`src/hw/rtl/spt_pkg.sv`:
```
// Shared types and constants for the similarity peak tachometer.
package spt_pkg;

   // Fixed field widths.
   localparam int unsigned THRESH_W = 16;
   localparam int unsigned TIME_W   = 32;
   localparam int unsigned RPM_W    = 26;
   localparam int unsigned SEEN_W   = 3;

   // Threshold after reset: 0.2 in Q0.16.
   localparam logic [THRESH_W-1:0] THRESH_RESET = 16'd13107;

   // Microseconds in one minute, the dividend of the rpm calculation.
   localparam logic [RPM_W-1:0] RPM_NUMERATOR = 26'd60000000;

   // Sample counter saturates at a full window of four samples.
   localparam logic [SEEN_W-1:0] SEEN_MAX   = 3'd4;
   // Samples seen before the current one for the window to be full.
   localparam logic [SEEN_W-1:0] SEEN_PRIOR = 3'd3;

   // One quotient bit per divider step.
   localparam int unsigned DIV_STEPS = RPM_W;
   localparam int unsigned DIV_CNT_W = $clog2(DIV_STEPS);

   // Commands from the controller to the datapath.
   typedef struct packed {
      logic accept;     // capture an input transaction
      logic csr_write;  // write the peak threshold
      logic div_init;   // load the divider
      logic div_step;   // one restoring division step
      logic load_out;   // move the result into the output register
   } cmd_type;

   // Status from the datapath to the controller.
   typedef struct packed {
      logic need_div;   // peak found with a non-zero period
   } status_type;

endpackage

```
`src/hw/rtl/similarity_peak_tachometer.sv`:
```
// Top level of the similarity peak tachometer.
//
// Takes one similarity sample with a microsecond timestamp per transaction and returns one
// result per transaction. A revolution is flagged when the previous sample is strictly above
// the threshold, the newest sample and the two samples before it, once four samples have been
// seen; rpm is then 60000000 divided by the time since the last peak (modulo 2^32), saturating
// at 60000000 for a zero period, and rpm and period read zero when no revolution is flagged.
// One transaction is processed at a time. A transaction without a division passes through the
// evaluate and load states before the next one is accepted; a peak with a non-zero period also
// passes the one-bit-per-cycle restoring divider before the load. The output register lets the
// next transaction be accepted while a result still waits to be taken. The threshold register
// may be written when no transaction is in flight.
module similarity_peak_tachometer #(
   parameter int unsigned SAMPLE_WIDTH = 16
) (
   input  logic                               clock,
   input  logic                               reset,
   input  logic                               req_valid,
   output logic                               req_stall,
   input  logic [SAMPLE_WIDTH-1:0]            req_similarity,
   input  logic [spt_pkg::TIME_W-1:0]         req_time_us,
   output logic                               rsp_valid,
   input  logic                               rsp_stall,
   output logic                               rsp_revolution,
   output logic [spt_pkg::RPM_W-1:0]          rsp_rpm,
   output logic [spt_pkg::TIME_W-1:0]         rsp_period_us,
   input  logic                               csr_valid,
   output logic                               csr_ready,
   input  logic [spt_pkg::THRESH_W-1:0]       csr_peak_threshold
);

   spt_pkg::cmd_type    cmd;
   spt_pkg::status_type status;

   // Controller.
   spt_ctrl u_ctrl (
      .clock     (clock),
      .reset     (reset),
      .req_valid (req_valid),
      .req_stall (req_stall),
      .rsp_valid (rsp_valid),
      .rsp_stall (rsp_stall),
      .csr_valid (csr_valid),
      .csr_ready (csr_ready),
      .cmd       (cmd),
      .status    (status)
   );

   // Datapath.
   spt_datapath #(
      .SAMPLE_WIDTH (SAMPLE_WIDTH)
   ) u_datapath (
      .clock              (clock),
      .reset              (reset),
      .cmd                (cmd),
      .status             (status),
      .req_similarity     (req_similarity),
      .req_time_us        (req_time_us),
      .csr_peak_threshold (csr_peak_threshold),
      .rsp_revolution     (rsp_revolution),
      .rsp_rpm            (rsp_rpm),
      .rsp_period_us      (rsp_period_us)
   );

`ifndef NO_ASSERTIONS
   // A result without a revolution carries zero rpm and zero period.
   a_no_rev_zero : assert property (@(posedge clock) disable iff (reset)
      (rsp_valid && !rsp_revolution) |-> (rsp_rpm == '0 && rsp_period_us == '0))
      else $error("result without revolution has non-zero rpm or period");

   // The rpm never exceeds one revolution per microsecond.
   a_rpm_bound : assert property (@(posedge clock) disable iff (reset)
      rsp_valid |-> (rsp_rpm <= spt_pkg::RPM_NUMERATOR))
      else $error("rpm above saturation value");

   // A period of one microsecond or zero gives the saturated rpm.
   a_rpm_short : assert property (@(posedge clock) disable iff (reset)
      (rsp_valid && rsp_revolution && rsp_period_us <= 32'd1)
         |-> (rsp_rpm == spt_pkg::RPM_NUMERATOR))
      else $error("short period does not give saturated rpm");

   // The block works on one transaction at a time.
   a_one_at_a_time : assert property (@(posedge clock) disable iff (reset)
      (req_valid && !req_stall) |=> req_stall)
      else $error("input accepted while a transaction is in flight");
`endif

endmodule

```
`src/hw/rtl/spt_ctrl.sv`:
```
// Controller state machine of the similarity peak tachometer.
module spt_ctrl (
   input  logic                clock,
   input  logic                reset,
   input  logic                req_valid,
   output logic                req_stall,
   output logic                rsp_valid,
   input  logic                rsp_stall,
   input  logic                csr_valid,
   output logic                csr_ready,
   output spt_pkg::cmd_type    cmd,
   input  spt_pkg::status_type status
);

   typedef enum logic [1:0] {
      ST_IDLE,
      ST_EVAL,
      ST_DIV,
      ST_LOAD
   } state_type;

   state_type                        state_ff, state_in;
   logic [spt_pkg::DIV_CNT_W-1:0]    cnt_ff, cnt_in;
   logic                             rsp_valid_ff, rsp_valid_in;
   logic                             out_free;

   // Handshake outputs.
   assign req_stall = (state_ff != ST_IDLE);
   assign csr_ready = (state_ff == ST_IDLE);
   assign rsp_valid = rsp_valid_ff;
   assign out_free  = !rsp_valid_ff || !rsp_stall;

   // Next state, step counter and datapath commands.
   always_comb begin
      state_in      = state_ff;
      cnt_in        = cnt_ff;
      cmd.accept    = 1'b0;
      cmd.csr_write = csr_valid && (state_ff == ST_IDLE);
      cmd.div_init  = 1'b0;
      cmd.div_step  = 1'b0;
      cmd.load_out  = 1'b0;
      unique case (state_ff)
         ST_IDLE: begin
            if (req_valid) begin
               cmd.accept = 1'b1;
               state_in   = ST_EVAL;
            end
         end
         ST_EVAL: begin
            if (status.need_div) begin
               cmd.div_init = 1'b1;
               cnt_in       = '0;
               state_in     = ST_DIV;
            end else begin
               state_in = ST_LOAD;
            end
         end
         ST_DIV: begin
            cmd.div_step = 1'b1;
            if (cnt_ff == spt_pkg::DIV_CNT_W'(spt_pkg::DIV_STEPS - 1)) begin
               state_in = ST_LOAD;
            end else begin
               cnt_in = cnt_ff + 1'b1;
            end
         end
         ST_LOAD: begin
            if (out_free) begin
               cmd.load_out = 1'b1;
               state_in     = ST_IDLE;
            end
         end
         default: state_in = ST_IDLE;
      endcase
   end

   // Output register valid: set on load, cleared when the transaction is taken.
   always_comb begin
      if (cmd.load_out) begin
         rsp_valid_in = 1'b1;
      end else if (!rsp_stall) begin
         rsp_valid_in = 1'b0;
      end else begin
         rsp_valid_in = rsp_valid_ff;
      end
   end

   // State and registered outputs.
   always_ff @(posedge clock) begin
      if (reset) begin
         state_ff     <= ST_IDLE;
         cnt_ff       <= '0;
         rsp_valid_ff <= 1'b0;
      end else begin
         state_ff     <= state_in;
         cnt_ff       <= cnt_in;
         rsp_valid_ff <= rsp_valid_in;
      end
   end

endmodule

```
`src/hw/rtl/spt_datapath.sv`:
```
// Datapath of the similarity peak tachometer: sample window, peak test, divider, output register.
module spt_datapath #(
   parameter int unsigned SAMPLE_WIDTH = 16
) (
   input  logic                               clock,
   input  logic                               reset,
   input  spt_pkg::cmd_type                   cmd,
   output spt_pkg::status_type                status,
   input  logic [SAMPLE_WIDTH-1:0]            req_similarity,
   input  logic [spt_pkg::TIME_W-1:0]         req_time_us,
   input  logic [spt_pkg::THRESH_W-1:0]       csr_peak_threshold,
   output logic                               rsp_revolution,
   output logic [spt_pkg::RPM_W-1:0]          rsp_rpm,
   output logic [spt_pkg::TIME_W-1:0]         rsp_period_us
);

   localparam int unsigned CMP_W =
      (SAMPLE_WIDTH > spt_pkg::THRESH_W) ? SAMPLE_WIDTH : spt_pkg::THRESH_W;

   logic [spt_pkg::THRESH_W-1:0] thr_ff, thr_in;
   logic [SAMPLE_WIDTH-1:0]      prev1_ff, prev1_in;
   logic [SAMPLE_WIDTH-1:0]      prev2_ff, prev2_in;
   logic [SAMPLE_WIDTH-1:0]      prev3_ff, prev3_in;
   logic [spt_pkg::SEEN_W-1:0]   seen_ff, seen_in;
   logic [spt_pkg::TIME_W-1:0]   last_peak_ff, last_peak_in;
   logic                         peak_ff, peak_in;
   logic [spt_pkg::TIME_W-1:0]   period_ff, period_in;
   logic [spt_pkg::TIME_W-1:0]   rem_ff, rem_in;
   logic [spt_pkg::RPM_W-1:0]    quot_ff, quot_in;
   logic                         out_rev_ff, out_rev_in;
   logic [spt_pkg::RPM_W-1:0]    out_rpm_ff, out_rpm_in;
   logic [spt_pkg::TIME_W-1:0]   out_period_ff, out_period_in;

   logic [CMP_W-1:0]             cand_x, thr_x;
   logic                         peak_now;
   logic [spt_pkg::TIME_W-1:0]   period_now;
   logic [spt_pkg::TIME_W:0]     trial, divisor_x, diff;
   logic                         ge;

   // Peak test on the incoming transaction: the previous sample must beat
   // the threshold and its three neighbours, with a full window.
   always_comb begin
      cand_x     = CMP_W'(prev1_ff);
      thr_x      = CMP_W'(thr_ff);
      peak_now   = (seen_ff >= spt_pkg::SEEN_PRIOR) && (cand_x > thr_x) &&
                   (prev1_ff > req_similarity) && (prev1_ff > prev2_ff) &&
                   (prev1_ff > prev3_ff);
      period_now = req_time_us - last_peak_ff;
   end

   // Window, sample count, threshold and last peak time.
   always_comb begin
      thr_in       = cmd.csr_write ? csr_peak_threshold : thr_ff;
      prev1_in     = prev1_ff;
      prev2_in     = prev2_ff;
      prev3_in     = prev3_ff;
      seen_in      = seen_ff;
      last_peak_in = last_peak_ff;
      peak_in      = peak_ff;
      period_in    = period_ff;
      if (cmd.accept) begin
         prev1_in  = req_similarity;
         prev2_in  = prev1_ff;
         prev3_in  = prev2_ff;
         peak_in   = peak_now;
         period_in = peak_now ? period_now : '0;
         if (seen_ff != spt_pkg::SEEN_MAX) begin
            seen_in = seen_ff + 1'b1;
         end
         if (peak_now) begin
            last_peak_in = req_time_us;
         end
      end
   end

   // A division is only needed for a peak with a non-zero period.
   assign status.need_div = peak_ff && (period_ff != '0);

   // Restoring divider: one quotient bit per step, dividend shifted out of quot.
   always_comb begin
      trial     = {rem_ff, quot_ff[spt_pkg::RPM_W-1]};
      divisor_x = {1'b0, period_ff};
      ge        = (trial >= divisor_x);
      diff      = trial - divisor_x;
      rem_in    = rem_ff;
      quot_in   = quot_ff;
      if (cmd.div_init) begin
         rem_in  = '0;
         quot_in = spt_pkg::RPM_NUMERATOR;
      end else if (cmd.div_step) begin
         rem_in  = ge ? diff[spt_pkg::TIME_W-1:0] : trial[spt_pkg::TIME_W-1:0];
         quot_in = {quot_ff[spt_pkg::RPM_W-2:0], ge};
      end
   end

   // Output register contents; a zero period saturates the rpm.
   always_comb begin
      out_rev_in    = out_rev_ff;
      out_rpm_in    = out_rpm_ff;
      out_period_in = out_period_ff;
      if (cmd.load_out) begin
         out_rev_in    = peak_ff;
         out_period_in = period_ff;
         if (!peak_ff) begin
            out_rpm_in = '0;
         end else if (period_ff == '0) begin
            out_rpm_in = spt_pkg::RPM_NUMERATOR;
         end else begin
            out_rpm_in = quot_ff;
         end
      end
   end

   // Architectural state; reset clears it, except the threshold, which resets to THRESH_RESET.
   always_ff @(posedge clock) begin
      if (reset) begin
         thr_ff       <= spt_pkg::THRESH_RESET;
         prev1_ff     <= '0;
         prev2_ff     <= '0;
         prev3_ff     <= '0;
         seen_ff      <= '0;
         last_peak_ff <= '0;
         peak_ff      <= 1'b0;
      end else begin
         thr_ff       <= thr_in;
         prev1_ff     <= prev1_in;
         prev2_ff     <= prev2_in;
         prev3_ff     <= prev3_in;
         seen_ff      <= seen_in;
         last_peak_ff <= last_peak_in;
         peak_ff      <= peak_in;
      end
   end

   // Payload registers.
   always_ff @(posedge clock) begin
      period_ff     <= period_in;
      rem_ff        <= rem_in;
      quot_ff       <= quot_in;
      out_rev_ff    <= out_rev_in;
      out_rpm_ff    <= out_rpm_in;
      out_period_ff <= out_period_in;
   end

   assign rsp_revolution = out_rev_ff;
   assign rsp_rpm        = out_rpm_ff;
   assign rsp_period_us  = out_period_ff;

endmodule

```
`config.mk`:
```
export PLATFORM = sky130hd
export DESIGN_NAME = similarity_peak_tachometer
export DESIGN_NICKNAME = d
export VERILOG_FILES = /design/src/hw/rtl/spt_pkg.sv /design/src/hw/rtl/similarity_peak_tachometer.sv /design/src/hw/rtl/spt_ctrl.sv /design/src/hw/rtl/spt_datapath.sv
export SDC_FILE = /design/constraint.sdc
export NUM_CORES = 1
export LEC_CHECK = 0
export BUFFER_PORTS_ARGS = -buffer_cell sky130_fd_sc_hd__buf_2
export CAP_MARGIN = 20
export CORE_UTILIZATION = 25
export DETAILED_ROUTE_END_ITERATION = 12
export GPL_ROUTABILITY_DRIVEN = 0
export SLEW_MARGIN = 0
export SYNTH_ARGS = -nofsm -noshare
export SYNTH_HDL_FRONTEND = slang
export SYNTH_SLANG_ARGS = --single-unit
```
`constraint.sdc`:
```
create_clock -name clock -period 6.5 [get_ports clock]
set_input_delay 0.975 -clock clock [delete_from_list [all_inputs] [get_ports clock]]
set_output_delay 0.975 -clock clock [all_outputs]
set_load 0.02 [all_outputs]
```
==> results.md <==
- Setup TNS: 0 ns
- Worst-Skew Late Latency: 0.56 ns
- Post-synth ARST share: 0%
- Total I/O pin count: 131
- First-pass GRT wire length: 61,600 um
- Final hold violations: 0
- Leakage: 6.85 nW
- HP Class: reg2reg
- Via count: 12.3k
- Post-route DRC: 0
- Worst slew pin tran: 1.10 ns
- Die height: 244 um
- Final setup viols: 0
- Synthesized area: 14,700 um^2
- Final Instance Area: 17,100 um^2
- Slew Limit Fails: 0
- Setup Buffers After CTS: 0
- DP HPWL: 28,400 um
- Final wirelength: 38,500 um
- Most common cell after layout, fill and taps aside: nand2_1
- Post-CTS sizing: 0
- Die area: 59,600 um^2
- GRT overflow: 0
- Nets@finish: 2,008
- RSZ-0062 raised after global routing: no
- # rows: 88
- Max Buffers Root-to-Sink: 3
- Number of synthesized flops with an enable pin: 91
- Die X: 244 um
- Slew margin rel.: 26.4%
- Area Growth Syn to Fin: 16.8%
- ANT nets after route: 0
- Crit path required time: 6.93 ns
- Kind of critical path: reg2reg
- CTS HTree Levels: 1
- Max-cap violations: 0
- CTS clk-pin slew, worst paths: 0.06 ns
- Status: complete, no violations
- Main synth FF type: dfxtp_1
- Worst-path fanout max: 21
- Initial Utilization: 25.4%
- Final worst clock skew: 0.0140 ns
- Clock sink count: 257
- Syn Nets: 1,911
- Fmax: 276 MHz
- Number of global-route vias before repair: 11.9k
- GRT Util Overall: 12.6%
- Seq/Total Area, Yosys: 41.3%
- Crit path DAT: 4.05 ns
- CTS Hold Bufs: 0
- WL per Instance: 14.9 um
- CTS Buf Count: 30
- Warnings, synthesis: 0
- Pwr/cell area: 414 nW/um^2
- Mean Syn Cell Area: 8.61 um^2
- Cells after synthesis: 1,704
- Initial DRC count: 619
- Yosys reg bits: 257
- Commonest non-fill, non-tap cells in the layout: nand2_1 (244), a21oi_1 (194), dfxtp_1 (166)
- Core region area: 57,800 um^2
- Share of layout cells above drive strength 1: 11.3%
- Vias per inst: 4.73
- Max VDD drop: 0.000254 V
- PortBufs: 130
- Crit path launch type: register
- Crit path time final: 3.62 ns
- Initial antenna violation count: 12
- Overall Power: 7.10 mW
- Synth unique cells: 69
- Largest net degree at the start of global routing: 88
- CTS tree: done
- Fin crit share: 55.7%
- Final core utilization: 29.6%
- Hold WS: 0.458 ns
- Drt first pass iters: 7
- Crit. End Element: register
- Clock root cell: clkbuf_16
- Area after DPL: 16,100 um^2
## state kept, by name, indices dropped and copies added, names as in the netlist
signal and flops:
u_datapath.quot_ff 26, u_datapath.rsp_revolution 1, u_datapath.seen_ff 3, u_ctrl.rsp_valid 1, u_datapath.rem_ff 32, u_datapath.period_ff 32, u_datapath.peak_ff 1, u_datapath.rsp_period_us 32
u_datapath.thr_ff 16, u_datapath.prev3_ff 16, u_ctrl.state_ff 2, u_datapath.cand_x 16, u_datapath.rsp_rpm 26, u_ctrl.cnt_ff 5, u_datapath.last_peak_ff 32, u_datapath.prev2_ff 16
## stage by stage
step | setup slack (ns) | instances
final | 2.88 | 2592
after global routing | 2.70 | 2590
after CTS | 2.54 | 2587
after detailed placement | 2.34 | 2532
after global placement | 2.33 | 2532
after floorplan | 0.649 | 1704
## worst max-delay path, cell delays in order, from the launching register on
cell	delay (ns)
edfxtp_1	0.47
inv_1	0.07
ha_1	0.38
nand4_1	0.20
nor3_1	0.40
nand3_1	0.14
a21o_1	0.21
a31oi_1	0.45
or2_1	0.43
buf_16	0.22
mux2_1	0.33
mux2i_1	0.13
nor2_1	0.05
## metal layers
layer / track usage (%) / part of all wire [%] / vias to the layer above
met3: 2.22 / 4.8 / 78
met2: 22.0 / 48 / 250
li1: - / - / 6136
met5: 0 / 0.26 / -
met1: 15.6 / 44 / 5788
met4: 4.21 / 2.9 / 16
## synth_stat cells, types with 14 or more instances
master	count	area share (%)
o21a_1	14	0.72
and2_1	20	0.85
nor2_1	120	3.1
clkbuf_1	64	1.6
xnor2_1	25	1.5
mux2i_1	35	2.4
nand2_1	245	6.3
a21o_1	59	3.0
xor2_1	21	1.3
ha_1	136	12
edfxtp_1	91	19
a21oi_1	194	6.6
inv_1	152	3.9
nand3_1	23	0.78
nand4_1	25	1.1
nor3_1	25	0.85
dfxtp_1	166	23
nor2b_1	18	0.77
o21ai_0	95	3.2
## power breakdown
| part | total [mW] | leakage, nW | internal [mW] | switching [mW] |
|---|---|---|---|---|
| sequential | 2.29 | 2.20 | 2.01 | 0.279 |
| clock | 1.72 | 0.484 | 1.03 | 0.689 |
| combinational | 3.09 | 4.17 | 1.20 | 1.89 |
| total | 7.10 | 6.85 | 4.24 | 2.86 |
## logic make-up (layout without fill, tap and decap cells)
kind of cell               Yosys count  in the layout  synth area share, %
DFF                                257            257                 41.3
adders and majority gates          138            138                 11.9
buffers and inverters              229            349                 6.11
other                                0              3                    0
xor gates and xnor gates            46             46                 2.75
muxes                               37             37                 2.54
AOI/OAI and AO/OA                  452            452                 18.6
and+or+nand+nor                    545            545                 16.9
## cell type report
cell class	count	area [um^2]
clock inverters	20	215
inverters	152	571
well taps	765	957
multi-input cells	1218	7760
clock buffers	35	791
diodes	3	7.51
flip-flops and latches	257	6060
repair buffers	142	776
fillers	6042	40700
## final timing paths
path                                               start                      end  slack (ns)  depth (start not counted)
worst min register to register   u_datapath.prev3_ff[11]  u_datapath.prev3_ff[11]        0.46                          2
worst min-delay path             u_datapath.prev3_ff[11]  u_datapath.prev3_ff[11]        0.46                          2
worst max-delay path            u_datapath.period_ff[15]     u_datapath.rem_ff[7]        2.88                         12
worst max register to register  u_datapath.period_ff[15]     u_datapath.rem_ff[7]        2.88                         12
Note: power is estimated with default switching activity, not from simulation.
